**src/rtl/fqr_pkg.sv**
```systemverilog
package fqr_pkg;

  parameter int unsigned DEPTH       = 16;
  parameter int unsigned WORD_BITS   = 32;

  parameter int unsigned OP_BITS     = 2;
  parameter int unsigned VALUE_BITS  = 32;
  parameter int unsigned DATA_BITS   = 32;
  parameter int unsigned STATUS_BITS = 2;
  parameter int unsigned OCC_BITS    = 5;

  typedef enum logic [OP_BITS-1:0] {
    OP_ENQ    = 2'd0,
    OP_DEQ    = 2'd1,
    OP_REMOVE = 2'd2,
    OP_CLEAR  = 2'd3
  } op_e;

  typedef enum logic [STATUS_BITS-1:0] {
    ST_OK        = 2'd0,
    ST_EMPTY     = 2'd1,
    ST_FULL      = 2'd2,
    ST_NOT_FOUND = 2'd3
  } status_e;

endpackage

```
**src/rtl/fqr_if.sv**
```systemverilog
interface fqr_req_if;
  logic                                    valid;
  logic                                    ready;
  logic        [fqr_pkg::OP_BITS-1:0]      operation;
  logic signed [fqr_pkg::VALUE_BITS-1:0]   value;

  modport source (output valid, operation, value, input ready);
  modport sink   (input valid, operation, value, output ready);
endinterface

interface fqr_rsp_if;
  logic                                    valid;
  logic                                    ready;
  logic signed [fqr_pkg::DATA_BITS-1:0]    data;
  logic        [fqr_pkg::STATUS_BITS-1:0]  status;
  logic                                    now_empty;
  logic        [fqr_pkg::OCC_BITS-1:0]     occupancy;

  modport source (output valid, data, status, now_empty, occupancy, input ready);
  modport sink   (input valid, data, status, now_empty, occupancy, output ready);
endinterface

```
**src/rtl/fqr_mem.sv**
```systemverilog
module fqr_mem #(
  parameter int unsigned DEPTH     = fqr_pkg::DEPTH,
  parameter int unsigned WORD_BITS = fqr_pkg::WORD_BITS
) (
  input  logic                          clk_i,
  input  logic                          we_i,
  input  logic [$clog2(DEPTH)-1:0]      waddr_i,
  input  logic signed [WORD_BITS-1:0]   wdata_i,
  input  logic                          re_i,
  input  logic [$clog2(DEPTH)-1:0]      raddr_i,
  output logic signed [WORD_BITS-1:0]   rdata_o
);

  logic signed [WORD_BITS-1:0] mem [DEPTH];

  always_ff @(posedge clk_i) begin
    if (we_i) begin
      mem[waddr_i] <= wdata_i;
    end
  end

  always_ff @(posedge clk_i) begin
    if (re_i) begin
      rdata_o <= mem[raddr_i];
    end
  end

endmodule

```
**src/rtl/fqr_ctrl.sv**
```systemverilog
module fqr_ctrl #(
  parameter int unsigned DEPTH     = fqr_pkg::DEPTH,
  parameter int unsigned WORD_BITS = fqr_pkg::WORD_BITS
) (
  input  logic                          clk_i,
  input  logic                          rst_ni,
  fqr_req_if.sink                       req_i,
  fqr_rsp_if.source                     rsp_o,
  output logic                          mem_we_o,
  output logic [$clog2(DEPTH)-1:0]      mem_waddr_o,
  output logic signed [WORD_BITS-1:0]   mem_wdata_o,
  output logic                          mem_re_o,
  output logic [$clog2(DEPTH)-1:0]      mem_raddr_o,
  input  logic signed [WORD_BITS-1:0]   mem_rdata_i
);

  localparam int unsigned AW = $clog2(DEPTH);
  localparam int unsigned CW = $clog2(DEPTH + 1);
  localparam int unsigned SW = CW + 1;

  typedef enum logic [4:0] {
    S_IDLE  = 5'b00001,
    S_DEQ   = 5'b00010,
    S_SCAN  = 5'b00100,
    S_SHIFT = 5'b01000,
    S_HOLD  = 5'b10000
  } state_e;

  state_e                               state_q, state_d;
  logic [AW-1:0]                        head_q, head_d;
  logic [CW-1:0]                        cnt_q, cnt_d;
  logic [CW-1:0]                        pos_q, pos_d;
  logic signed [WORD_BITS-1:0]          word_q, word_d;
  logic signed [fqr_pkg::DATA_BITS-1:0] res_data_q, res_data_d;
  fqr_pkg::status_e                     res_status_q, res_status_d;

  logic                                 out_valid_q, out_valid_d;
  logic                                 out_load;
  logic signed [fqr_pkg::DATA_BITS-1:0] out_data_q;
  fqr_pkg::status_e                     out_status_q;
  logic                                 out_empty_q;
  logic [fqr_pkg::OCC_BITS-1:0]         out_occ_q;

  logic signed [WORD_BITS-1:0]          word_in;
  fqr_pkg::op_e                         op_in;

  function automatic logic [AW-1:0] wrap_add(logic [AW-1:0] base, logic [CW-1:0] off);
    logic [SW-1:0] sum;
    sum = SW'(base) + SW'(off);
    if (sum >= SW'(DEPTH)) begin
      sum = sum - SW'(DEPTH);
    end
    return sum[AW-1:0];
  endfunction

  assign word_in     = WORD_BITS'(req_i.value);
  assign op_in       = fqr_pkg::op_e'(req_i.operation);
  assign req_i.ready = (state_q == S_IDLE);

  always_comb begin
    state_d      = state_q;
    head_d       = head_q;
    cnt_d        = cnt_q;
    pos_d        = pos_q;
    word_d       = word_q;
    res_data_d   = res_data_q;
    res_status_d = res_status_q;
    mem_we_o     = 1'b0;
    mem_waddr_o  = wrap_add(head_q, cnt_q);
    mem_wdata_o  = word_in;
    mem_re_o     = 1'b0;
    mem_raddr_o  = head_q;
    out_load     = 1'b0;

    unique case (state_q)
      S_IDLE: begin
        if (req_i.valid) begin
          word_d       = word_in;
          res_data_d   = '0;
          res_status_d = fqr_pkg::ST_OK;
          state_d      = S_HOLD;
          unique case (op_in)
            fqr_pkg::OP_ENQ: begin
              if (cnt_q == CW'(DEPTH)) begin
                res_status_d = fqr_pkg::ST_FULL;
              end else begin
                mem_we_o = 1'b1;
                cnt_d    = cnt_q + CW'(1);
              end
            end
            fqr_pkg::OP_DEQ: begin
              if (cnt_q == '0) begin
                res_status_d = fqr_pkg::ST_EMPTY;
              end else begin
                mem_re_o = 1'b1;
                state_d  = S_DEQ;
              end
            end
            fqr_pkg::OP_REMOVE: begin
              if (cnt_q == '0) begin
                res_status_d = fqr_pkg::ST_NOT_FOUND;
              end else begin
                mem_re_o = 1'b1;
                pos_d    = '0;
                state_d  = S_SCAN;
              end
            end
            fqr_pkg::OP_CLEAR: begin
              cnt_d  = '0;
              head_d = '0;
            end
            default: begin
              state_d = S_HOLD;
            end
          endcase
        end
      end
      S_DEQ: begin
        res_data_d = fqr_pkg::DATA_BITS'(mem_rdata_i);
        head_d     = wrap_add(head_q, CW'(1));
        cnt_d      = cnt_q - CW'(1);
        state_d    = S_HOLD;
      end
      S_SCAN: begin
        // data of entry pos_q arrives this cycle; the next entry is read unless this is the last one
        if (mem_rdata_i == word_q) begin
          if (pos_q + CW'(1) == cnt_q) begin
            cnt_d   = cnt_q - CW'(1);
            state_d = S_HOLD;
          end else begin
            mem_re_o    = 1'b1;
            mem_raddr_o = wrap_add(head_q, pos_q + CW'(1));
            state_d     = S_SHIFT;
          end
        end else if (pos_q + CW'(1) == cnt_q) begin
          res_status_d = fqr_pkg::ST_NOT_FOUND;
          state_d      = S_HOLD;
        end else begin
          mem_re_o    = 1'b1;
          mem_raddr_o = wrap_add(head_q, pos_q + CW'(1));
          pos_d       = pos_q + CW'(1);
        end
      end
      S_SHIFT: begin
        // entry pos_q+1 arrives, written to pos_q; read of pos_q+2 overlaps
        mem_we_o    = 1'b1;
        mem_waddr_o = wrap_add(head_q, pos_q);
        mem_wdata_o = mem_rdata_i;
        if (pos_q + CW'(2) == cnt_q) begin
          cnt_d   = cnt_q - CW'(1);
          state_d = S_HOLD;
        end else begin
          mem_re_o    = 1'b1;
          mem_raddr_o = wrap_add(head_q, pos_q + CW'(2));
          pos_d       = pos_q + CW'(1);
        end
      end
      S_HOLD: begin
        if (!out_valid_q || rsp_o.ready) begin
          out_load = 1'b1;
          state_d  = S_IDLE;
        end
      end
      default: begin
        state_d = S_IDLE;
      end
    endcase
  end

  assign out_valid_d = out_load | (out_valid_q & ~rsp_o.ready);

  always_ff @(posedge clk_i or negedge rst_ni) begin
    if (!rst_ni) begin
      state_q     <= S_IDLE;
      head_q      <= '0;
      cnt_q       <= '0;
      out_valid_q <= 1'b0;
    end else begin
      state_q     <= state_d;
      head_q      <= head_d;
      cnt_q       <= cnt_d;
      out_valid_q <= out_valid_d;
    end
  end

  always_ff @(posedge clk_i) begin
    pos_q        <= pos_d;
    word_q       <= word_d;
    res_data_q   <= res_data_d;
    res_status_q <= res_status_d;
    if (out_load) begin
      out_data_q   <= res_data_q;
      out_status_q <= res_status_q;
      out_empty_q  <= (cnt_q == '0);
      out_occ_q    <= fqr_pkg::OCC_BITS'(cnt_q);
    end
  end

  assign rsp_o.valid     = out_valid_q;
  assign rsp_o.data      = out_data_q;
  assign rsp_o.status    = out_status_q;
  assign rsp_o.now_empty = out_empty_q;
  assign rsp_o.occupancy = out_occ_q;

endmodule

```
**src/rtl/fifo_queue_with_remove.sv**
```systemverilog
// Bounded FIFO of signed words with enqueue, dequeue, remove-by-value and clear.
// req_i (sink): operation and value; a transfer happens when valid and ready are high.
// rsp_o (source): data, status, now_empty and occupancy, one result per request.
// Entries live in a circular buffer in a one-read, one-write synchronous memory.
// Path from request transfer to result valid, with n entries held:
//   enqueue, clear, dequeue on empty and remove on empty go straight to the
//   result hold state; dequeue first reads the head entry; remove with n > 0
//   scans each entry up to the match (all n on a miss), then compacts every
//   entry behind it. The memory read port reads one entry per cycle.
// One request is worked on at a time; ready returns in the cycle the result
// enters the output register, so a new request can be taken while the last
// result still waits. When the receiver stalls with a result pending, the next
// result is held internally and ready stays low until it moves out.
// Reset empties the queue and drops any pending result; memory contents are
// not cleared and need no clearing pass.
module fifo_queue_with_remove #(
  parameter int unsigned DEPTH     = fqr_pkg::DEPTH,
  parameter int unsigned WORD_BITS = fqr_pkg::WORD_BITS
) (
  input  logic      clk_i,
  input  logic      rst_ni,
  fqr_req_if.sink   req_i,
  fqr_rsp_if.source rsp_o
);

  logic                          mem_we;
  logic [$clog2(DEPTH)-1:0]      mem_waddr;
  logic signed [WORD_BITS-1:0]   mem_wdata;
  logic                          mem_re;
  logic [$clog2(DEPTH)-1:0]      mem_raddr;
  logic signed [WORD_BITS-1:0]   mem_rdata;

  fqr_ctrl #(
    .DEPTH     (DEPTH),
    .WORD_BITS (WORD_BITS)
  ) u_ctrl (
    .clk_i       (clk_i),
    .rst_ni      (rst_ni),
    .req_i       (req_i),
    .rsp_o       (rsp_o),
    .mem_we_o    (mem_we),
    .mem_waddr_o (mem_waddr),
    .mem_wdata_o (mem_wdata),
    .mem_re_o    (mem_re),
    .mem_raddr_o (mem_raddr),
    .mem_rdata_i (mem_rdata)
  );

  fqr_mem #(
    .DEPTH     (DEPTH),
    .WORD_BITS (WORD_BITS)
  ) u_mem (
    .clk_i   (clk_i),
    .we_i    (mem_we),
    .waddr_i (mem_waddr),
    .wdata_i (mem_wdata),
    .re_i    (mem_re),
    .raddr_i (mem_raddr),
    .rdata_o (mem_rdata)
  );

  a_one_at_a_time: assert property (@(posedge clk_i) disable iff (!rst_ni)
    req_i.valid && req_i.ready |=> !req_i.ready)
    else $error("request taken while previous one in flight");

  a_error_zero_data: assert property (@(posedge clk_i) disable iff (!rst_ni)
    rsp_o.valid && rsp_o.status != fqr_pkg::ST_OK |-> rsp_o.data == '0)
    else $error("nonzero data on error result");

  a_full_occ: assert property (@(posedge clk_i) disable iff (!rst_ni)
    rsp_o.valid && rsp_o.status == fqr_pkg::ST_FULL
      |-> rsp_o.occupancy == fqr_pkg::OCC_BITS'(DEPTH) && !rsp_o.now_empty)
    else $error("full status with queue not full");

  a_empty_flag: assert property (@(posedge clk_i) disable iff (!rst_ni)
    rsp_o.valid && rsp_o.status == fqr_pkg::ST_EMPTY |-> rsp_o.now_empty)
    else $error("empty status with entries held");

  a_no_write_at_accept_of_read: assert property (@(posedge clk_i) disable iff (!rst_ni)
    mem_we && mem_re |-> mem_waddr != mem_raddr)
    else $error("memory read and write collide on one entry");

endmodule

```
**src/flat_wrapper.sv**
```systemverilog
// flat-port wrapper written by rule: the top's interface ports become plain ports
module fifo_queue_with_remove_flat 
#(
  parameter int unsigned DEPTH     = fqr_pkg::DEPTH,
  parameter int unsigned WORD_BITS = fqr_pkg::WORD_BITS
)
  (clk_i, rst_ni, req_i_valid, req_i_operation, req_i_value, req_i_ready, rsp_o_valid, rsp_o_data, rsp_o_status, rsp_o_now_empty, rsp_o_occupancy, rsp_o_ready);
  fqr_req_if req_i_i ();
  fqr_rsp_if rsp_o_i ();
  input  logic clk_i;
  input  logic rst_ni;
  input wire logic [$bits(req_i_i.valid)-1:0] req_i_valid;
  input wire logic [$bits(req_i_i.operation)-1:0] req_i_operation;
  input wire logic [$bits(req_i_i.value)-1:0] req_i_value;
  output wire logic [$bits(req_i_i.ready)-1:0] req_i_ready;
  output wire logic [$bits(rsp_o_i.valid)-1:0] rsp_o_valid;
  output wire logic [$bits(rsp_o_i.data)-1:0] rsp_o_data;
  output wire logic [$bits(rsp_o_i.status)-1:0] rsp_o_status;
  output wire logic [$bits(rsp_o_i.now_empty)-1:0] rsp_o_now_empty;
  output wire logic [$bits(rsp_o_i.occupancy)-1:0] rsp_o_occupancy;
  input wire logic [$bits(rsp_o_i.ready)-1:0] rsp_o_ready;
  assign req_i_i.valid = req_i_valid;
  assign req_i_i.operation = req_i_operation;
  assign req_i_i.value = req_i_value;
  assign req_i_ready = req_i_i.ready;
  assign rsp_o_valid = rsp_o_i.valid;
  assign rsp_o_data = rsp_o_i.data;
  assign rsp_o_status = rsp_o_i.status;
  assign rsp_o_now_empty = rsp_o_i.now_empty;
  assign rsp_o_occupancy = rsp_o_i.occupancy;
  assign rsp_o_i.ready = rsp_o_ready;
  fifo_queue_with_remove #(.DEPTH(DEPTH), .WORD_BITS(WORD_BITS)) u_core (.clk_i(clk_i), .rst_ni(rst_ni), .req_i(req_i_i), .rsp_o(rsp_o_i));
endmodule
```
**config.mk**
```make
export PLATFORM = sky130hd
export DESIGN_NAME = fifo_queue_with_remove_flat
export DESIGN_NICKNAME = d
export VERILOG_FILES = /design/src/rtl/fqr_pkg.sv /design/src/rtl/fqr_if.sv /design/src/rtl/fqr_mem.sv /design/src/rtl/fqr_ctrl.sv /design/src/rtl/fifo_queue_with_remove.sv /design/src/flat_wrapper.sv
export SDC_FILE = /design/constraint.sdc
export NUM_CORES = 1
export LEC_CHECK = 0
export BUFFER_PORTS_ARGS = -buffer_cell sky130_fd_sc_hd__buf_2
export CAP_MARGIN = 15
export CORE_ASPECT_RATIO = 2
export CORE_MARGIN = 4
export CORE_UTILIZATION = 40
export CTS_CLUSTER_SIZE = 28
export DETAILED_ROUTE_END_ITERATION = 10
export PLACE_DENSITY = 0.64
export SKIP_LAST_GASP = 1
export SYNTH_ARGS = -nofsm -noshare
export SYNTH_HDL_FRONTEND = slang
export SYNTH_HIERARCHICAL = 1
export SYNTH_SLANG_ARGS = --single-unit
```
**constraint.sdc**
```tcl
create_clock -name clk_i -period 6.78 [get_ports clk_i]
set_clock_uncertainty 0.1 [all_clocks]
set_input_delay 0.678 -clock clk_i [delete_from_list [all_inputs] [get_ports clk_i]]
set_output_delay 0.678 -clock clk_i [all_outputs]
set_load 0.01 [all_outputs]
```
Word level (Yosys, flattened, before mapping). Memory sizes are Yosys's and may differ from the RTL's. A register that Yosys moved wholly into a read port is not among the register bits. Index checks and enable logic that the tools add are counted.

Add/subtract/negate cells: 14. Magnitude comparators: 5. Equal/unequal tests: 26. Mux-type cells: 61. Bitwise gates (word level): 3. Reduce and logical (&&, ||, !) cells: 16.

Operators with widths (count): $mux W5 (19); $mux W32 (2); $pmux W32 S2 (1); $mux W4 (10); $eq A32 B32 Y1 (1); $pmux W5 S5 (1); $add A4 B5 Y6 (4); $ge A6 B5 Y1 const B (4); $pmux W5 S2 (2); $pmux W5 S4 (1); $sub A4 B1 Y4 const B (5); $ne A2 B2 Y1 const B (9); $pmux W4 S2 (2); $pmux W5 S3 (1); $reduce_and A7 Y1 (2); $mux W1 (13); $add A5 B1 Y5 const B (2); $eq A5 B5 Y1 (2); $eq A5 B5 Y1 const B (2); $mux W2 (5); $reduce_and A4 Y1 (2); $ne A3 B3 Y1 const B (2); $pmux W2 S3 (1); $add A4 B1 Y5 const B (1); other kinds (27) (31).

Register bits: 126. RAM bits: 512. Input bits: 38. Output and inout bits: 42. Word-level logic and storage cells: 138. Memories: 1.

Memory list: u_core.u_mem.mem (depth 16, width 32, read ports 1, clocked after memory_dff 1, write ports 1, RTL line fqr_mem.sv:14) `logic signed [WORD_BITS-1:0] mem [DEPTH];`.

Longest topological paths before layout. Gate-level depths: netlist of the first run.

Depth after elaboration: 7. Depth in mapped cells: 13. Depth with buffers taken out: 11.

Modules after synthesis. Netlist of the first run, hierarchy kept.

Modules (own cells, without submodules): fqr_mem (times used 1, cells each 838, area an instance 20155.6 sq um, sequential area each 16335.7 sq um); fqr_ctrl (times used 1, cells each 521, area an instance 6236.0 sq um, sequential area each 3709.8 sq um).

Worst setup path after synthesis of the first run. Ideal clock, no wire load.

Path kind: reg-to-reg. Start point: register u_core.u_ctrl.state_q[1]. End point: memory u_core.u_mem.mem[0][0], enable pin. Library setup time: 0.461 ns. Arrival: 5.221 ns. Required time: 6.219 ns. Setup slack: 0.998 ns. Stages on the path, launching flop included: 14. Buffers on the path: 2. Period minus slack after synthesis: 5.782 ns. Cell sequence: dfrtp_1 > buf_2 > or3_4 > nor3b_2 > buf_2 > nand2_1 > o21ai_0 > ha_1 > a21o_1 > a21oi_1 > xnor2_1 > xnor2_1 > or3b_2 > nor3_1.

Elaborated cells on any way between the ends: 6. Classes of those cells: eq/ne: 2; mux: 4.

RTL lines: from (decl) (RTL line fqr_ctrl.sv:29) `state_e state_q, state_d;`; from (signal assigned) (RTL line fqr_ctrl.sv:179) `state_q <= state_d;`; $eq A5 B4 Y1 (RTL line fqr_ctrl.sv:75) `unique case (state_q)`; $mux W4 (RTL line fqr_ctrl.sv:75); named net u_core.mem_waddr[3] (RTL line fifo_queue_with_remove.sv:27) `logic [$clog2(DEPTH)-1:0] mem_waddr;`; to (decl) (RTL line fqr_mem.sv:14).

The timed path passes the listed nets, and every way through them passes these cells.

Worst setup path in the final report of the first run.
Start point: register u_core.u_ctrl.state_q[1]. End point: memory u_core.u_mem.mem[15][14], enable pin.

Same word-level chain as after synthesis.

==> metrics.cfg, run 1 <==
[status]
outcome = complete, no violations

[critical_path]
critical_path_class = register to register
worstSetupEndpointType = register
path_max_fanout = 36
reg2reg_depth = 11
setup.worst_path.start = u_core/u_ctrl/state_q[1]
cp_num_buf_inv = 2
path_delay_family = simple AND/OR/NAND/NOR gates
cp.depth = 11
critPathSlowestCell = nor2_4
r2r_end = u_core/u_mem/mem[15][14]
rrSetupSlack_ns = 1.68
path_cells = or3_4 > nor3b_4 > buf_4 > o21ai_0 > ha_1 > a21oi_1 > xnor2_1 > xnor2_1 > nand3_1 > nor2_4 > buf_4
r2r-start = u_core/u_ctrl/state_q[1]
max_stage_delay_ns = 0.99
start_kind = register
critical_path_arrival_ns = 5.29
setup.worst_path.end = u_core/u_mem/mem[15][14]
cp.required_ns = 6.97

[detailed_routing]
via_per_inst = 5.52
drtPass1Iterations = 5
num_vias = 13100
wirelength_mm = 63.8
drc = 0
wl_per_cell_um = 26.8
drt-initial-drc-count = 1005
detail-route-antenna-nets = 0

[die]
dieArea_um2 = 70400
num_rows = 133
core-area_um2 = 65600
die_height_um = 371
start_util_pct = 40.3
io_pins = 80
die_w_um = 190

[sta]
hold_viol_final = 0
finalSetupViolations = 0
rsz0062_at_grt = false
worst_pin_slew_ns = 1.20
drv_slew = 0
maxSlewHeadroom_pct = 19.7
max_freq_mhz = 196
finalCritPeriodShare_pct = 75.3
setup-tns-final_ns = 0
post-route-min-period_ns = 5.10

[grt]
grt_pass1_vias = 13900
track_usage_pct = 18.1
grt_pass1_wl_mm = 93.9
gr-total-overflow = 0
grt_max_degree = 60
antenna_found_initial = 4

[cts]
clock_latency_ns = 0.59
clock-sinks = 670
cts_tree = yes
cts_root_buf = clkbuf_16
h-tree-depth = 2
path_clk_slew_ns = 0.07
clock_path_buffers = 3
cts-buffers-inserted = 53

[synth]
yosysTopAreaCellShare_pct = 74.5
synth_nets = 1419
synth-seq-cells = 670
ys_seq_area_share_pct = 76.0
netlist_area_um2 = 26400
synth-edff-count = 655
syn_avg_cell_area_um2 = 19.4
ys_warn_count = 6
ys_top_cells_by_area = edfxtp_1, mux4_2, nand2_1
synth_ff_type = edfxtp_1
yosysTopAreaCell = edfxtp_1
synth_cell_types = 65
ys_async_sr_fraction_pct = 2.24
syn_inst = 1359

[finish]
postLayoutCellArea_um2 = 29900
drive_gt1_share_pct = 24.1
layout.nets = 1521
area_delta_synth_final_pct = 13.1

[placed_design]
place_area_um2 = 28100
globalplace.congestion = 0.795
portBuffers = 79
detailed_place_hpwl_mm = 39.6

[min_path]
hp-class = input port to register

[power_and_ir_drop]
p_per_area_nw_per_um2 = 346
p_leak_uw = 0.00966
peakVddDrop_mv = 0.194

[run]
max-cap-violations = 0

==> synthesized netlist by cell type, drive strengths merged (6+ instances only) <==
cell type,count
nand2,147
nand3,10
xor2,46
ha,19
nor3,9
dfrtp,14
and2,34
inv,12
nor2,29
nor4,10
a21o,6
clkbuf,31
a21oi,17
mux4,128
edfxtp,655
a22oi,65
o21ai,23
buf,33
xnor2,10
==> how the worst min path moves through the flow <==
stage	to	depth (start not counted)	slack [ns]	startpoint
2_1_floorplan	u_core/u_ctrl/cnt_q[0]	0	0.28	rst_ni
3_5_place_dp	u_core/u_ctrl/rsp_o.data[23]	0	0.30	u_core/u_ctrl/res_data_q[23]
3_3_place_gp	u_core/u_ctrl/rsp_o.data[2]	0	0.30	u_core/u_ctrl/res_data_q[2]
5_1_grt	u_core/u_ctrl/word_q[2]	1	0.15	req_i_value[2]
6_report	u_core/u_ctrl/word_q[6]	1	0.18	req_i_value[6]
4_1_cts	u_core/u_ctrl/word_q[22]	1	0.14	req_i_value[22]
==> sequential cells by signal, summed over array words and instances, names as in the netlist, 5 cells and up <==
| register | flops |
|---|---|
| u_core/u_ctrl/cnt_q | 5 |
| u_core/u_ctrl/pos_q | 5 |
| u_core/u_ctrl/res_data_q | 32 |
| u_core/u_ctrl/rsp_o.data | 32 |
| u_core/u_ctrl/rsp_o.occupancy | 5 |
| u_core/u_ctrl/state_q | 5 |
| u_core/u_ctrl/word_q | 32 |
| u_core/u_mem/mem | 512 |
| u_core/u_mem/rdata_o | 32 |
==> stage by stage <==
| step | utilization [%] | total power [µW] | std cells | setup slack, ns | hold slack, ns |
|---|---|---|---|---|---|
| final | 45.5 | 10300 | 2381 | 1.68 | 0.175 |
| after global routing | 45.5 | 10800 | 2379 | 1.53 | 0.151 |
| after CTS | 45.5 | 10500 | 2379 | 1.69 | 0.141 |
| after detailed placement | 42.8 | 7260 | 2282 | 1.72 | 0.305 |
| after global placement | 42.8 | 7230 | 2282 | 1.83 | 0.305 |
| after floorplan | - | 6540 | 1359 | 0.998 | 0.282 |
==> cell type report <==
class | count | area [µm²]
clock buffers | 72 | 1470
inverters | 12 | 45.0
repair buffers | 111 | 701
multi-input cells | 613 | 6190
diodes | 2 | 5.00
fillers | 5587 | 35700
clock inverters | 24 | 305
well taps | 877 | 1100
flip-flops and latches | 670 | 20000
==> cell usage in the layout (no fill, tap or decap), types with 6 or more instances in the layout <==
cell type  synthesis  final
and2_1            34     33
dfrtp_1           14     14
buf_2             13     79
mux4_2           128    128
buf_4              9     26
nand3_1            9      9
edfxtp_1         655    655
clkinv_2           0      7
o21ai_0           21     19
inv_1             11     10
xnor2_1           10     10
xor2_1            44     44
a22oi_1           65     65
clkbuf_16          0     55
a21o_1             6      6
ha_1              19     19
a21oi_1           16     16
clkbuf_1          30     14
nand2_1          147    146
nor2_1            28     15
nor2_4             0     13
bufinv_16          0      7
nor4_1            10      9
==> kinds of logic (layout without fill, tap and decap cells) <==
group	after synthesis	in the layout	synth area share (%)
adders and majority gates	22	22	1.13
muxes	134	134	11.2
DFF	670	670	76.0
and+or+nand+nor	271	271	4.90
buffers and inverters	76	219	1.30
xor gates and xnor gates	57	57	2.01
other	0	2	0
AOI/OAI and AO/OA	129	129	3.51
==> what timing repair did <==
action                    CTS  global route
resized for setup           0             0
hold endpoints to repair   14             0
hold buffers                1             0
buffers inserted            0             0
==> power by group <==
| part | leakage, µW | switching (µW) | internal (µW) |
|---|---|---|---|
| registers | 0.00613 | 186 | 4930 |
| logic | 0.00267 | 1200 | 819 |
| clock network | 0.000864 | 1410 | 1790 |
| total | 0.00966 | 2800 | 7540 |
==> routing by layer <==
metal	up-vias	part of all wire, %	global-route usage (%)
li1	5616	-	-
met1	6900	35	20.7
met2	497	56	34.3
met3	119	5.5	2.51
met4	2	3.7	6.73
met5	-	0.031	0
(Power assumes the default switching activity.)
==> inputs of run 2 (changes only) <==
- ABC_AREA: unset -> 1
- clock period: 6.78 -> 5.2 ns (I/O delays scaled with it)
==> run 2 against run 1 <==
Compared with the run above: power is 61% higher; flip-flop and latch count did not move; core utilization about the same; first-iteration DRC count is 30% higher; wire length increased by 10%; sequential power up 31%; clock power is 32% higher; critical path type unchanged; highest routed layer unchanged.
==> metrics.cfg, run 2 <==
[status]
outcome = complete, no violations  ; unchanged

[power_and_ir_drop]
p_leak_uw = 0.0138  ; was 0.00966 µW
peakVddDrop_mv = 0.387  ; was 0.194 mV
p_per_area_nw_per_um2 = 502  ; was 346 nW/µm²

[cts]
cts_setup_buffers = 0  ; unchanged
clock_path_buffers = 3  ; unchanged
cts_root_buf = clkbuf_16  ; unchanged
clock_latency_ns = 0.60  ; was 0.59 ns
path_clk_slew_ns = 0.07  ; about the same
cts_tree = yes  ; unchanged
cts-buffers-inserted = 54  ; was 53
clock-sinks = 670  ; unchanged
h-tree-depth = 2  ; unchanged

[sta]
hold_viol_final = 0  ; unchanged
worst_pin_slew_ns = 1.18  ; was 1.20 ns
max_freq_mhz = 237  ; was 196 MHz
rsz0062_at_grt = false  ; unchanged
setup-tns-final_ns = 0  ; unchanged
maxSlewHeadroom_pct = 21.1  ; was 19.7%
post-route-min-period_ns = 4.21  ; was 5.10 ns
drv_slew = 0  ; unchanged
setup_slack_ns = 0.985  ; was 1.68 ns
finalSetupViolations = 0  ; unchanged
finalCritPeriodShare_pct = 81.1  ; was 75.3%

[die]
die_w_um = 200  ; was 190 µm
dieArea_um2 = 78300  ; was 70,400 µm²
die_height_um = 392  ; was 371 µm
core-area_um2 = 72900  ; was 65,600 µm²
start_util_pct = 40.4  ; was 40.3%
io_pins = 80  ; unchanged
num_rows = 140  ; was 133

[detailed_routing]
wl_per_cell_um = 18.4  ; was 26.8 µm
wl_met3_mm = 3.60  ; was 3.50 mm
drc = 0  ; unchanged
drtPass1Iterations = 5  ; unchanged
drt-initial-drc-count = 1302  ; was 1,005
wl_met2_mm = 37.9  ; was 35.5 mm
detail-route-antenna-nets = 0  ; unchanged
wirelength_mm = 70.4  ; was 63.8 mm
num_vias = 18900  ; was 13,100
via_per_inst = 4.93  ; was 5.52
drt-met1-wl_mm = 26.4  ; was 22.5 mm
topRoutingLayerUsed = met5  ; unchanged

[critical_path]
critical_path_class = register to register  ; unchanged
path_delay_family = simple AND/OR/NAND/NOR gates  ; unchanged
worstSetupEndpointType = register  ; unchanged
cp_num_buf_inv = 1  ; was 2
critical_path_arrival_ns = 4.39  ; was 5.29 ns
critPathSlowestCell = nor2_4  ; unchanged
path_max_fanout = 40  ; was 36
cp.required_ns = 5.38  ; was 6.97 ns
path_cells = nor3_2 > nand2_4 > o21ai_0 > ha_1 > nand3_1 > nand2_1 > xor2_1 > xor2_1 > nand3_1 > nor2_4 > buf_12  ; was or3_4 > nor3b_4 > buf_4 > o21ai_0 > ha_1 > a21oi_1 > xnor2_1 > xnor2_1 > nand3_1 > nor2_4 > buf_4
start_kind = register  ; unchanged
max_stage_delay_ns = 0.57  ; was 0.99 ns

[finish]
area_delta_synth_final_pct = 12.6  ; was 13.1%
final_common_cell = nand2_1  ; was edfxtp_1
top_register = u_core/u_mem/mem  ; unchanged
mostFrequentLayoutCells = nand2_1, edfxtp_1, inv_1, nand3_1, buf_2  ; was edfxtp_1, nand2_1, mux4_2, buf_2, a22oi_1
drive_gt1_share_pct = 10.5  ; was 24.1%
multi_input_area_um2 = 7050  ; was 6190 µm²
largest_reg_flops = 512  ; unchanged
num-fill-cells = 6636  ; was 5,587
fin_util_pct = 45.5  ; about the same
regArea_um2 = 20000  ; unchanged
layout.nets = 2924  ; was 1,521

[synth]
synth-seq-cells = 670  ; unchanged
synth_cell_types = 44  ; was 65
yosysTopAreaCell = edfxtp_1  ; unchanged
syn_avg_cell_area_um2 = 10.7  ; was 19.4 µm²
netlist_area_um2 = 29400  ; was 26,400 µm²
synth_common_cells = nand2_1, edfxtp_1, inv_1, nand3_1, nor2_1  ; was edfxtp_1, nand2_1, mux4_2, a22oi_1, xor2_1
synth_nets = 2817  ; was 1,419
ys_warn_count = 6  ; unchanged
ys_async_sr_fraction_pct = 2.24  ; unchanged
ys_seq_area_share_pct = 68.1  ; was 76.0%
synth_ff_type = edfxtp_1  ; unchanged
ys_top_cells_by_area = edfxtp_1, nand2_1, nand3_1  ; was edfxtp_1, mux4_2, nand2_1
syn_inst = 2757  ; was 1,359
post-synth-top-count-cell = nand2_1  ; was edfxtp_1
synth-edff-count = 655  ; unchanged
yosysTopAreaCellShare_pct = 66.8  ; was 74.5%

[grt]
gr-total-overflow = 0  ; unchanged
antenna_found_initial = 2  ; was 4
grt_pass1_vias = 18400  ; was 13,900
track_usage_pct = 17.8  ; was 18.1%
grt_max_degree = 92  ; was 60
grt_pass1_wl_mm = 107  ; was 93.9 mm

[placed_design]
portBuffers = 79  ; unchanged
detailed_place_hpwl_mm = 41.6  ; was 39.6 mm
globalplace.congestion = 0.826  ; was 0.795
dp_slack_ns = 0.997  ; was 1.72 ns

[min_path]
hp-class = input port to register  ; unchanged

[run]
max-cap-violations = 0  ; unchanged

[run 2: layout make-up]
type,instances,share of cell area (%)
well taps,923,3.48
repair buffers,169,3.90
inverters,478,5.44
flip-flops and latches,670,60.4
clock inverters,36,1.04
diodes,1,0.00755
multi-input cells,1491,21.2
clock buffers,66,4.43
[run 2: cell families after synthesis]
group           count (synthesis)  synth area share [%]
compound gates                 74                  1.43
simple gates                 1356                  19.6
buf+inv                       596                  8.68
flops                         670                  68.1
xor+xnor                       39                  1.19
fa+ha+maj                      22                  1.01
[run 2: final timing paths]
kind / startpoint / endpoint / slack, ns / depth (start not counted)
min in group asynchronous: rst_ni / u_core/u_ctrl/head_q[2] / 0.26 / 2
min reg2reg: u_core/u_ctrl/res_data_q[22] / u_core/u_ctrl/rsp_o.data[22] / 0.31 / 0
max reg2reg: u_core/u_ctrl/state_q[4] / u_core/u_mem/mem[15][20] / 0.99 / 11
min: req_i_value[13] / u_core/u_ctrl/word_q[13] / 0.03 / 1
max: u_core/u_ctrl/state_q[4] / u_core/u_mem/mem[15][20] / 0.99 / 11
max in group asynchronous: rst_ni / u_core/u_ctrl/state_q[0] / 4.44 / 2
[run 2: metal layers]
metal	up-vias	track usage, %
met5	-	0
met4	2	6.30
met3	137	2.13
met2	524	33.7
met1	9062	20.3
li1	9159	-
[run 2: repair_timing]
item	in CTS	in global routing
endpoints found under the hold margin	36	0
resized for setup	0	0
hold buffers	22	0
[run 2: where the power goes]
group | leakage, µW | internal [µW] | total [µW] | switching (µW)
sequential | 0.00613 | 6510 | 6720 | 210
clock | 0.000871 | 2320 | 4220 | 1900
combinational | 0.00684 | 1690 | 5710 | 4020
total | 0.0138 | 10500 | 16600 | 6130
[run 2: per-stage QoR]
stage                     instance area (µm²)  power, µW  cells  hold WS [ns]
after floorplan                         29400      11100   2757         0.124
after global placement                  31100      12500   3700         0.301
after detailed placement                31100      12500   3703         0.305
after CTS                               33100      16800   3827       0.00203
after global routing                    33200      17600   3833       0.00492
final                                   33200      16600   3834        0.0302
